==> config.mk <==
export PLATFORM = sky130hd
export DESIGN_NAME = multi_stack_shared_pool
export DESIGN_NICKNAME = d
export VERILOG_FILES = /design/src/design/mssp_pkg.sv /design/src/design/multi_stack_shared_pool.sv /design/src/design/mssp_dp.sv /design/src/design/mssp_ctrl.sv
export SDC_FILE = /design/constraint.sdc
export NUM_CORES = 2
export LEC_CHECK = 0
export BUFFER_PORTS_ARGS = -buffer_cell sky130_fd_sc_hd__buf_2
export CAP_MARGIN = 20
export CORE_UTILIZATION = 60
export DETAILED_ROUTE_END_ITERATION = 7
export GPL_TIMING_DRIVEN = 0
export PLACE_DENSITY = 0.77
export RECOVER_POWER = 100
export REMOVE_ABC_BUFFERS = 1
export SYNTH_ARGS = -nofsm -noshare
export SYNTH_HDL_FRONTEND = slang
export SYNTH_SLANG_ARGS = --single-unit
==> constraint.sdc <==
create_clock -name i_clk -period 9.71 [get_ports i_clk]
set_clock_uncertainty 0.2 [all_clocks]
set_input_delay 1.942 -clock i_clk [delete_from_list [all_inputs] [get_ports i_clk]]
set_output_delay 1.942 -clock i_clk [all_outputs]
set_load 0.01 [all_outputs]
==> src/design/mssp_pkg.sv <==
// ----------------------------------------------------------------------------
// mssp_pkg
// Types, codes and defaults shared by the shared-pool stack block.
// ----------------------------------------------------------------------------
`default_nettype none

package mssp_pkg;

    // fixed field widths
    localparam int FUNC_W = 2;
    localparam int ID_W   = 3;
    localparam int WORD_W = 32;
    localparam int STAT_W = 2;
    localparam int CFG_W  = 4;

    // parameter defaults
    localparam int NUM_STACKS_DEF = 8;
    localparam int POOL_DEPTH_DEF = 32;
    localparam int DATA_WIDTH_DEF = 32;

    localparam logic [CFG_W-1:0] STACKS_RESET = 4'd8;

    // operation codes
    localparam logic [FUNC_W-1:0] FUNC_PUSH = 2'd0;
    localparam logic [FUNC_W-1:0] FUNC_POP  = 2'd1;
    localparam logic [FUNC_W-1:0] FUNC_LIST = 2'd2;

    // result status codes
    localparam logic [STAT_W-1:0] STATUS_OK    = 2'd0;
    localparam logic [STAT_W-1:0] STATUS_EMPTY = 2'd1;
    localparam logic [STAT_W-1:0] STATUS_FULL  = 2'd2;
    localparam logic [STAT_W-1:0] STATUS_BADID = 2'd3;

    // single-result actions chosen by the controller
    localparam int ACT_W = 3;
    localparam logic [ACT_W-1:0] ACT_NONE  = 3'd0;
    localparam logic [ACT_W-1:0] ACT_PUSH  = 3'd1;
    localparam logic [ACT_W-1:0] ACT_POP   = 3'd2;
    localparam logic [ACT_W-1:0] ACT_BADID = 3'd3;
    localparam logic [ACT_W-1:0] ACT_EMPTY = 3'd4;
    localparam logic [ACT_W-1:0] ACT_FULL  = 3'd5;

    // register map
    localparam int CFG_ADDR_W = 3;
    localparam logic [CFG_ADDR_W-1:0] ADDR_STACKS_IN_USE = 3'd0;

    typedef struct packed {
        logic [FUNC_W-1:0]        func;
        logic [ID_W-1:0]          stack_id;
        logic signed [WORD_W-1:0] item;
    } t_in_word;

    typedef struct packed {
        logic signed [WORD_W-1:0] value;
        logic [STAT_W-1:0]        status;
        logic                     last;
    } t_out_word;

    // controller -> datapath
    typedef struct packed {
        logic             capture;
        logic             rd_req;
        logic             exec;
        logic             list_step;
        logic [ACT_W-1:0] act;
    } t_dp_cmd;

    // datapath -> controller
    typedef struct packed {
        logic is_push;
        logic is_pop;
        logic is_list;
        logic bad_id;
        logic empty;
        logic full;
        logic list_end;
    } t_dp_stat;

endpackage

`default_nettype wire

==> src/design/multi_stack_shared_pool.sv <==
// ----------------------------------------------------------------------------
// multi_stack_shared_pool
// Several LIFO stacks drawing linked nodes from one shared pool.
// ----------------------------------------------------------------------------
// Usage: an item is taken when start is high and busy is low. Each result
// word sits on o_res for exactly one cycle with o_res_valid high; there is
// no backpressure, so the receiver must take every word as it comes.
// Order, counted from the accepting edge: push, pop and every error pass
// through DECODE and EXEC and give their single word in EXEC; busy drops
// once EXEC is over, so the next item is taken only after that. A list of N
// nodes passes DECODE, then streams N words on consecutive cycles in LIST;
// an unused operation code returns from DECODE to idle and gives no word.
// The order is set by the single-port node memory, whose read data is
// registered: the node is fetched in DECODE, then used and written back.
// Node memory needs no clearing after reset; the block is ready at once.
// Register 0 (byte 0): stacks_in_use, 4 bits, reset 8. Write it only while
// busy is low.
// ----------------------------------------------------------------------------
`default_nettype none

module multi_stack_shared_pool #(
    parameter int NUM_STACKS = mssp_pkg::NUM_STACKS_DEF,
    parameter int POOL_DEPTH = mssp_pkg::POOL_DEPTH_DEF,
    parameter int DATA_WIDTH = mssp_pkg::DATA_WIDTH_DEF
) (
    input  wire logic                              i_clk,
    input  wire logic                              i_rst_n,
    // command channel
    input  wire logic                              start,
    output logic                                   busy,
    input  wire mssp_pkg::t_in_word                i_op,
    // result channel
    output logic                                   o_res_valid,
    output mssp_pkg::t_out_word                    o_res,
    // register port
    input  wire logic                              psel,
    input  wire logic                              penable,
    input  wire logic                              pwrite,
    input  wire logic [mssp_pkg::CFG_ADDR_W-1:0]   paddr,
    input  wire logic [31:0]                       pwdata,
    output logic [31:0]                            prdata,
    output logic                                   pready
);

    logic [mssp_pkg::CFG_W-1:0] r_stacks_in_use;
    logic                       cfg_hit;
    mssp_pkg::t_dp_cmd          dp_cmd;
    mssp_pkg::t_dp_stat         dp_stat;

    // --- register port ----------------------------------------------------
    // pready is tied high. Only the one register decodes; other addresses
    // read as zero and drop writes.
    assign pready  = 1'b1;
    assign cfg_hit = (paddr == mssp_pkg::ADDR_STACKS_IN_USE);
    assign prdata  = cfg_hit ? 32'(r_stacks_in_use) : '0;

    always_ff @(posedge i_clk) begin
        if (!i_rst_n) begin
            r_stacks_in_use <= mssp_pkg::STACKS_RESET;
        end else if (psel && penable && pwrite && pready && cfg_hit) begin
            r_stacks_in_use <= pwdata[mssp_pkg::CFG_W-1:0];
        end
    end

    // --- sequencer --------------------------------------------------------
    // IDLE -> DECODE (classify, fetch node) -> EXEC (one word, write back)
    //                                       -> LIST (one word per node)
    mssp_ctrl u_ctrl (
        .i_clk   (i_clk),
        .i_rst_n (i_rst_n),
        .i_start (start),
        .o_busy  (busy),
        .i_stat  (dp_stat),
        .o_cmd   (dp_cmd)
    );

    // --- datapath ---------------------------------------------------------
    // Stack heads with valid bits, free list head, fresh-node counter and
    // the node memory. Popped nodes are pushed onto the free list, and
    // pushes reuse them before touching untouched pool entries.
    mssp_dp #(
        .NUM_STACKS (NUM_STACKS),
        .POOL_DEPTH (POOL_DEPTH),
        .DATA_WIDTH (DATA_WIDTH)
    ) u_dp (
        .i_clk           (i_clk),
        .i_rst_n         (i_rst_n),
        .i_op            (i_op),
        .i_stacks_in_use (r_stacks_in_use),
        .i_cmd           (dp_cmd),
        .o_stat          (dp_stat),
        .o_res           (o_res),
        .o_res_valid     (o_res_valid)
    );

endmodule

`default_nettype wire

==> src/design/mssp_dp.sv <==
// ----------------------------------------------------------------------------
// mssp_dp
// Datapath: stack tops, free list, node memory and result formatting.
// ----------------------------------------------------------------------------
`default_nettype none

module mssp_dp #(
    parameter int NUM_STACKS = mssp_pkg::NUM_STACKS_DEF,
    parameter int POOL_DEPTH = mssp_pkg::POOL_DEPTH_DEF,
    parameter int DATA_WIDTH = mssp_pkg::DATA_WIDTH_DEF
) (
    input  wire logic                         i_clk,
    input  wire logic                         i_rst_n,
    input  wire mssp_pkg::t_in_word           i_op,
    input  wire logic [mssp_pkg::CFG_W-1:0]   i_stacks_in_use,
    input  wire mssp_pkg::t_dp_cmd            i_cmd,
    output mssp_pkg::t_dp_stat                o_stat,
    output mssp_pkg::t_out_word               o_res,
    output logic                              o_res_valid
);

    localparam int PW  = $clog2(POOL_DEPTH);
    localparam int FW  = $clog2(POOL_DEPTH + 1);
    localparam int SW  = (NUM_STACKS > 1) ? $clog2(NUM_STACKS) : 1;
    localparam int IXW = (SW > mssp_pkg::ID_W) ? SW : mssp_pkg::ID_W;
    localparam int NW  = 1 + PW + DATA_WIDTH;

    // latched item
    logic [mssp_pkg::FUNC_W-1:0] r_func;
    logic [mssp_pkg::ID_W-1:0]   r_sid;
    logic [DATA_WIDTH-1:0]       r_item;

    // stack heads and free list
    logic [PW-1:0] r_top [NUM_STACKS];
    logic          r_top_vld [NUM_STACKS];
    logic [PW-1:0] r_free_head;
    logic          r_free_vld;
    logic [FW-1:0] r_fresh;
    logic [PW-1:0] r_k;

    // node memory: {link valid, link, value}
    logic [NW-1:0] r_mem [POOL_DEPTH];
    logic [NW-1:0] r_rd;

    logic [IXW-1:0]        sid_ext;
    logic [SW-1:0]         sid_ix;
    logic                  id_bad;
    logic [PW-1:0]         cur_top;
    logic                  cur_vld;
    logic [DATA_WIDTH-1:0] rd_value;
    logic [PW-1:0]         rd_link;
    logic                  rd_lv;
    logic [PW-1:0]         new_node;
    logic                  list_end;
    logic                  do_push;
    logic                  do_pop;
    logic                  rd_en;
    logic [PW-1:0]         rd_addr;
    logic                  wr_en;
    logic [PW-1:0]         wr_addr;
    logic [NW-1:0]         wr_data;

    assign sid_ext = IXW'(r_sid);
    assign sid_ix  = sid_ext[SW-1:0];
    assign id_bad  = (32'(r_sid) >= 32'(NUM_STACKS)) ||
                     ({1'b0, r_sid} >= i_stacks_in_use);
    assign cur_top = id_bad ? '0   : r_top[sid_ix];
    assign cur_vld = id_bad ? 1'b0 : r_top_vld[sid_ix];

    assign rd_value = r_rd[DATA_WIDTH-1:0];
    assign rd_link  = r_rd[DATA_WIDTH+PW-1:DATA_WIDTH];
    assign rd_lv    = r_rd[NW-1];

    // recycled node first, else next never-used node
    assign new_node = r_free_vld ? r_free_head : r_fresh[PW-1:0];
    assign list_end = !rd_lv || (r_k == PW'(POOL_DEPTH - 1));

    assign do_push = i_cmd.exec && (i_cmd.act == mssp_pkg::ACT_PUSH);
    assign do_pop  = i_cmd.exec && (i_cmd.act == mssp_pkg::ACT_POP);

    always_comb begin
        o_stat.is_push  = (r_func == mssp_pkg::FUNC_PUSH);
        o_stat.is_pop   = (r_func == mssp_pkg::FUNC_POP);
        o_stat.is_list  = (r_func == mssp_pkg::FUNC_LIST);
        o_stat.bad_id   = id_bad;
        o_stat.empty    = !cur_vld;
        o_stat.full     = !r_free_vld && (r_fresh == FW'(POOL_DEPTH));
        o_stat.list_end = list_end;
    end

    // one read port: free head for push, top for pop/list, then link chain
    always_comb begin
        rd_en = i_cmd.rd_req || i_cmd.list_step;
        if (i_cmd.list_step) begin
            rd_addr = rd_link;
        end else if (r_func == mssp_pkg::FUNC_PUSH) begin
            rd_addr = r_free_head;
        end else begin
            rd_addr = cur_top;
        end
    end

    always_comb begin
        wr_en   = do_push || do_pop;
        wr_addr = cur_top;
        wr_data = {r_free_vld, r_free_head, rd_value};
        if (do_push) begin
            wr_addr = new_node;
            wr_data = {cur_vld, cur_top, r_item};
        end
    end

    always_ff @(posedge i_clk) begin
        if (wr_en) begin
            r_mem[wr_addr] <= wr_data;
        end
        if (rd_en) begin
            r_rd <= r_mem[rd_addr];
        end
    end

    // payload registers
    always_ff @(posedge i_clk) begin
        if (i_cmd.capture) begin
            r_func <= i_op.func;
            r_sid  <= i_op.stack_id;
            r_item <= DATA_WIDTH'($unsigned(i_op.item));
        end
        if (do_push) begin
            r_top[sid_ix] <= new_node;
            if (r_free_vld) begin
                r_free_head <= rd_link;
            end
        end
        if (do_pop) begin
            r_top[sid_ix] <= rd_link;
            r_free_head   <= cur_top;
        end
    end

    always_ff @(posedge i_clk) begin
        if (!i_rst_n) begin
            for (int i = 0; i < NUM_STACKS; i++) begin
                r_top_vld[i] <= 1'b0;
            end
            r_free_vld <= 1'b0;
            r_fresh    <= '0;
            r_k        <= '0;
        end else begin
            if (i_cmd.capture) begin
                r_k <= '0;
            end else if (i_cmd.list_step) begin
                r_k <= r_k + 1'b1;
            end
            if (do_push) begin
                r_top_vld[sid_ix] <= 1'b1;
                if (r_free_vld) begin
                    r_free_vld <= rd_lv;
                end else begin
                    r_fresh <= r_fresh + 1'b1;
                end
            end
            if (do_pop) begin
                r_top_vld[sid_ix] <= rd_lv;
                r_free_vld        <= 1'b1;
            end
        end
    end

    always_comb begin
        o_res_valid  = i_cmd.exec || i_cmd.list_step;
        o_res.value  = '0;
        o_res.status = mssp_pkg::STATUS_OK;
        o_res.last   = 1'b1;
        if (i_cmd.list_step) begin
            o_res.value = $signed(mssp_pkg::WORD_W'(rd_value));
            o_res.last  = list_end;
        end else begin
            case (i_cmd.act)
                mssp_pkg::ACT_POP:   o_res.value  = $signed(mssp_pkg::WORD_W'(rd_value));
                mssp_pkg::ACT_BADID: o_res.status = mssp_pkg::STATUS_BADID;
                mssp_pkg::ACT_EMPTY: o_res.status = mssp_pkg::STATUS_EMPTY;
                mssp_pkg::ACT_FULL:  o_res.status = mssp_pkg::STATUS_FULL;
                default:             o_res.status = mssp_pkg::STATUS_OK;
            endcase
        end
    end

endmodule

`default_nettype wire

==> src/design/mssp_ctrl.sv <==
// ----------------------------------------------------------------------------
// mssp_ctrl
// Sequencer: decode, single-word execute and list walk.
// ----------------------------------------------------------------------------
`default_nettype none

module mssp_ctrl (
    input  wire logic                 i_clk,
    input  wire logic                 i_rst_n,
    input  wire logic                 i_start,
    output logic                      o_busy,
    input  wire mssp_pkg::t_dp_stat   i_stat,
    output mssp_pkg::t_dp_cmd         o_cmd
);

    localparam logic [1:0] ST_IDLE   = 2'd0;
    localparam logic [1:0] ST_DECODE = 2'd1;
    localparam logic [1:0] ST_EXEC   = 2'd2;
    localparam logic [1:0] ST_LIST   = 2'd3;

    logic [1:0]                 r_state;
    logic [1:0]                 n_state;
    logic [mssp_pkg::ACT_W-1:0] r_act;
    logic [mssp_pkg::ACT_W-1:0] n_act;

    assign o_busy = (r_state != ST_IDLE);

    always_comb begin
        n_state         = r_state;
        n_act           = r_act;
        o_cmd.capture   = 1'b0;
        o_cmd.rd_req    = 1'b0;
        o_cmd.exec      = 1'b0;
        o_cmd.list_step = 1'b0;
        o_cmd.act       = mssp_pkg::ACT_NONE;
        case (r_state)
            ST_IDLE: begin
                if (i_start) begin
                    o_cmd.capture = 1'b1;
                    n_state       = ST_DECODE;
                end
            end
            ST_DECODE: begin
                o_cmd.rd_req = 1'b1;
                n_state      = ST_EXEC;
                if (!(i_stat.is_push || i_stat.is_pop || i_stat.is_list)) begin
                    n_state = ST_IDLE;          // unused code: no word
                end else if (i_stat.bad_id) begin
                    n_act = mssp_pkg::ACT_BADID;
                end else if (i_stat.is_push) begin
                    n_act = i_stat.full ? mssp_pkg::ACT_FULL : mssp_pkg::ACT_PUSH;
                end else if (i_stat.empty) begin
                    n_act = mssp_pkg::ACT_EMPTY;
                end else if (i_stat.is_pop) begin
                    n_act = mssp_pkg::ACT_POP;
                end else begin
                    n_state = ST_LIST;
                end
            end
            ST_EXEC: begin
                o_cmd.exec = 1'b1;
                o_cmd.act  = r_act;
                n_state    = ST_IDLE;
            end
            ST_LIST: begin
                o_cmd.list_step = 1'b1;
                if (i_stat.list_end) begin
                    n_state = ST_IDLE;
                end
            end
            default: n_state = ST_IDLE;
        endcase
    end

    always_ff @(posedge i_clk) begin
        if (!i_rst_n) begin
            r_state <= ST_IDLE;
            r_act   <= mssp_pkg::ACT_NONE;
        end else begin
            r_state <= n_state;
            r_act   <= n_act;
        end
    end

endmodule

`default_nettype wire

==> reports/results.tsv <==
metric	value	unit
Initial Util	60.76	%
most frequent cells in the layout	edfxtp_1 (1,336), mux2i_1 (583), nand2_1 (368)	
Critical Path Start Type	flop	
clk_lat worst skew	0.76	ns
worst path arrival time	7.88	ns
Mapped Cells	3340	
outcome	finished, violations left	
TritonCTS buffer count	135	
GP Congestion	0.7896	
Worst-Margin Slew	3.352	ns
Ys Warns	0	
number of synthesized flops with an enable pin	1336	
most common cell after layout, fill and taps aside	edfxtp_1	
CP bufs+invs	4	
CTS Sinks	1368	
dpl hpwl	84.21	mm
final wirelength	144.5	mm
post-CTS setup buffer count	0	
Seq pwr share	50.3	%
Post-CTS Hold Buffers	0	
switching power	3258	uW
Die Ht	304.6	um
DR DRC count	0	
vias per cell	6.679	
antenna violations before repair	0	
Async S/R FF share, synth	0	%
num ports	148	
pwr dens	213.0	nW/um^2
dominant synthesized flop cell	edfxtp_1	
Tmin final	7.638	ns
clock network power share	37.5	%
share of cells above drive strength 1	11.29	%
simple-gate share of the synthesized area	4.106	%
Placed Area	58790	um^2
port buffer count	90	
Design Power	13190	uW
Pleak	0.02142	uW
sequential area share after synthesis	74.18	%
Crit Reg-Reg Startpoint	u_ctrl.r_state[0]$_SDFFE_PN0P_	
vias post-DR	31930	
main combinational cell family by area after synthesis	multiplexers	
Final Setup Violations	0	
WHS Endpoint	u_dp.r_k[4]$_SDFFE_PP0P_	
violated checks	max-capacitance violations, max-slew violations	
CTS clock-pin slew for the worst setup and hold paths	0.06	ns
Crit path largest cell delay	1.57	ns
HP Class	flop to flop	
Post-Synth Adder-Cell Area	0.1594	%
reg-to-reg slack, setup	2.07	ns
Worst R2R Path Depth	10	
Filler Cells Inserted	5477	
total of max-cap violations	37	
CTS tree	built	
Hold WS	0.2806	ns
Inst Count DP	4528	
complex-gate fraction of the synthesized area	6.977	%
Setup Crit Path Kind	flop to flop	
GR Overflow Total	0	
clk root buf	clkbuf_16	
mapped cell area	54940	um^2
post-DR wirelength/cell	30.23	um
vias in the first global route	31470	
worst path cell trace	buf_16, nand3b_1, or3_1, buf_16, nor2_1, a21oi_1, nand2_1, nor2_1, clkbuf_1, buf_16	
1st-pass router iterations	6	
RSZ-0062 raised after global routing	false	
fin area	61940	um^2
clk buf depth	3	
fmax	130.9	MHz
total track usage	30.55	%
XOR/XNOR Fraction of Synth Area	0.1116	%
Die X	304.6	um
average size of a mapped cell	16.45	um^2
Finished Layout Cells	4781	
CP max FO	40	
H-tree depth	4	
Fin. Hold Viols	0	
sw frac	24.70	%
nets	3581	
Routed Antenna Nets	0	
most frequent CP cell	buf_16	
largest net degree at the start of global routing	66	
synthesis-to-layout area growth	12.73	%
first-pass GRT wire length	204.7	mm
Hold Path Stages	2	
maximum vdd drop	161.2	uV
FF+latch count, synth	1368	
final period utilization	78.66	%
crit-path leading delay family	simple AND/OR/NAND/NOR gates	
DRT iter0 DRCs	4746	
WP data required	9.95	ns
crit path capture type	flop	
post-synthesis mux area share	11.94	%
RR Endpoint	u_dp.r_mem[6][18]$_DFFE_PP_	
Slew headroom	-125.4	%
post-synthesis cell type count	60	
Worst Hold Launch	u_dp.r_k[4]$_SDFFE_PP0P_	
cell row count	110	
crit path max-delay cell type	nor2_1	
Comb pwr share	12.2	%
Internal Power	9935	uW
fin. max-slew vios	514	
total core area	90420	um^2
CTS-repair resized insts	0	
die area	92790	um^2
## cell families (layout without fill, tap and decap cells)
kind of cell               Yosys count  after routing
DFF                               1368           1368
muxes                              633            633
AOI/OAI and AO/OA                  551            551
and+or+nand+nor                    542            542
buffers and inverters              230            467
adders and majority gates            7              7
xor gates and xnor gates             7              7
other                                2             30
## metal layers
layer	track usage, %	routed length, um
met1	40.58	52410
met2	48.11	67760
met3	6.258	16330
met4	15.93	8026
met5	0	0
## worst reg2reg max path, cell delays in order, from the launching register on
cell	delay (ns)
dfxtp_1	1.13
buf_16	0.36
nand3b_1	0.18
or3_1	1.53
buf_16	0.33
nor2_1	0.18
a21oi_1	0.30
nand2_1	0.31
nor2_1	1.57
clkbuf_1	0.99
buf_16	0.25
## per-stage QoR
| step | setup WS [ns] | setup TNS (ns) | utilization (%) |
|---|---|---|---|
| after floorplan | -28.90 | -1074.93 | - |
| after global placement | -45.20 | -3845.86 | 61.51 |
| after detailed placement | 4.537 | 0 | 65.01 |
| after CTS | 3.887 | 0 | 69.63 |
| after global routing | 1.924 | 0 | 68.50 |
| final | 2.072 | 0 | 68.50 |
## flip-flops by register name (all words and copies together) (netlist names), named ones only
signal,flops
u_dp.r_mem,1216
u_dp.r_free_head,5
u_dp.r_func,2
u_dp.r_top_vld,8
u_dp.r_k,5
u_dp.r_sid,3
u_dp.r_free_vld,1
u_dp.r_item,32
u_dp.r_top,40
r_stacks_in_use,4
u_dp.r_rd,38
u_dp.r_fresh,6
u_ctrl.r_act,3
u_ctrl.r_state,2
## cells in the mapped netlist, types with 2 or more instances
| library cell | n | share of area, % |
|---|---|---|
| a2111oi_1 | 5 | 0.091 |
| a2111oi_2 | 32 | 0.87 |
| a211oi_1 | 6 | 0.082 |
| a211oi_2 | 32 | 0.73 |
| a21oi_1 | 246 | 2.2 |
| a22oi_1 | 118 | 1.6 |
| and2_1 | 7 | 0.080 |
| buf_1 | 6 | 0.041 |
| buf_12 | 4 | 0.15 |
| buf_2 | 92 | 0.84 |
| buf_4 | 68 | 0.93 |
| buf_6 | 10 | 0.20 |
| clkbuf_1 | 40 | 0.27 |
| conb_1 | 2 | 0.014 |
| dfxtp_1 | 32 | 1.2 |
| edfxtp_1 | 1336 | 73 |
| ha_1 | 7 | 0.16 |
| inv_1 | 9 | 0.061 |
| mux2_2 | 34 | 0.70 |
| mux2i_1 | 583 | 11 |
| mux2i_2 | 2 | 0.050 |
| mux2i_4 | 2 | 0.082 |
| mux4_2 | 12 | 0.49 |
| nand2_1 | 370 | 2.5 |
| nand2_2 | 2 | 0.023 |
| nand2b_1 | 5 | 0.057 |
| nand3_2 | 3 | 0.055 |
| nand3b_1 | 2 | 0.027 |
| nand4_1 | 3 | 0.034 |
| nor2_1 | 86 | 0.59 |
| nor2b_1 | 33 | 0.38 |
| nor3_1 | 18 | 0.16 |
| o21a_1 | 4 | 0.055 |
| o21a_2 | 2 | 0.032 |
| o21ai_0 | 11 | 0.10 |
| o21ai_1 | 3 | 0.027 |
| o21ai_2 | 2 | 0.032 |
| o22ai_1 | 77 | 0.88 |
| o31ai_1 | 5 | 0.068 |
| or3_1 | 4 | 0.046 |
| xnor2_1 | 2 | 0.032 |
| xor2_1 | 5 | 0.080 |
## worst max-delay path by stage
stage	startpoint	to	slack, ns	cells after the start
final	u_ctrl.r_state[0]$_SDFFE_PN0P_	u_dp.r_mem[6][18]$_DFFE_PP_	2.07	10
after floorplan	u_dp.r_sid[0]$_DFFE_PP_	u_dp.r_rd[10]$_DFFE_PP_	-28.90	10
after global routing	u_ctrl.r_state[0]$_SDFFE_PN0P_	u_dp.r_mem[6][4]$_DFFE_PP_	1.92	10
after global placement	u_ctrl.r_state[0]$_SDFFE_PN0P_	u_dp.r_rd[30]$_DFFE_PP_	-45.20	7
after CTS	u_ctrl.r_state[0]$_SDFFE_PN0P_	o_res[30]	3.89	7
after detailed placement	u_dp.r_sid[0]$_DFFE_PP_	u_dp.r_rd[30]$_DFFE_PP_	4.54	16
## cell type report
cell class                      instances  area [um^2]  area share [%]
Sequential cell                      1368        40760           65.80
Multi-Input combinational cell       1769        12840           20.73
Clock buffer                          162         3543           5.721
Timing Repair Buffer                  213         2660           4.295
Tap cell                             1176         1471           2.376
Clock inverter                         83        628.1           1.014
Inverter                                9        33.78         0.05454
Antenna cell                            1        2.502        0.004040
## power by group through the flow
stage / combinational, uW / clock [uW] / sequential, uW
5_1_grt: 1690 / 5180 / 6640
4_1_cts: 1630 / 4970 / 6630
3_3_place_gp: 2840 / 0 / 6760
2_1_floorplan: 2100 / 0 / 6740
6_report: 1610 / 4950 / 6630
3_5_place_dp: 1600 / 0 / 6750
(Power assumes the default switching activity.)
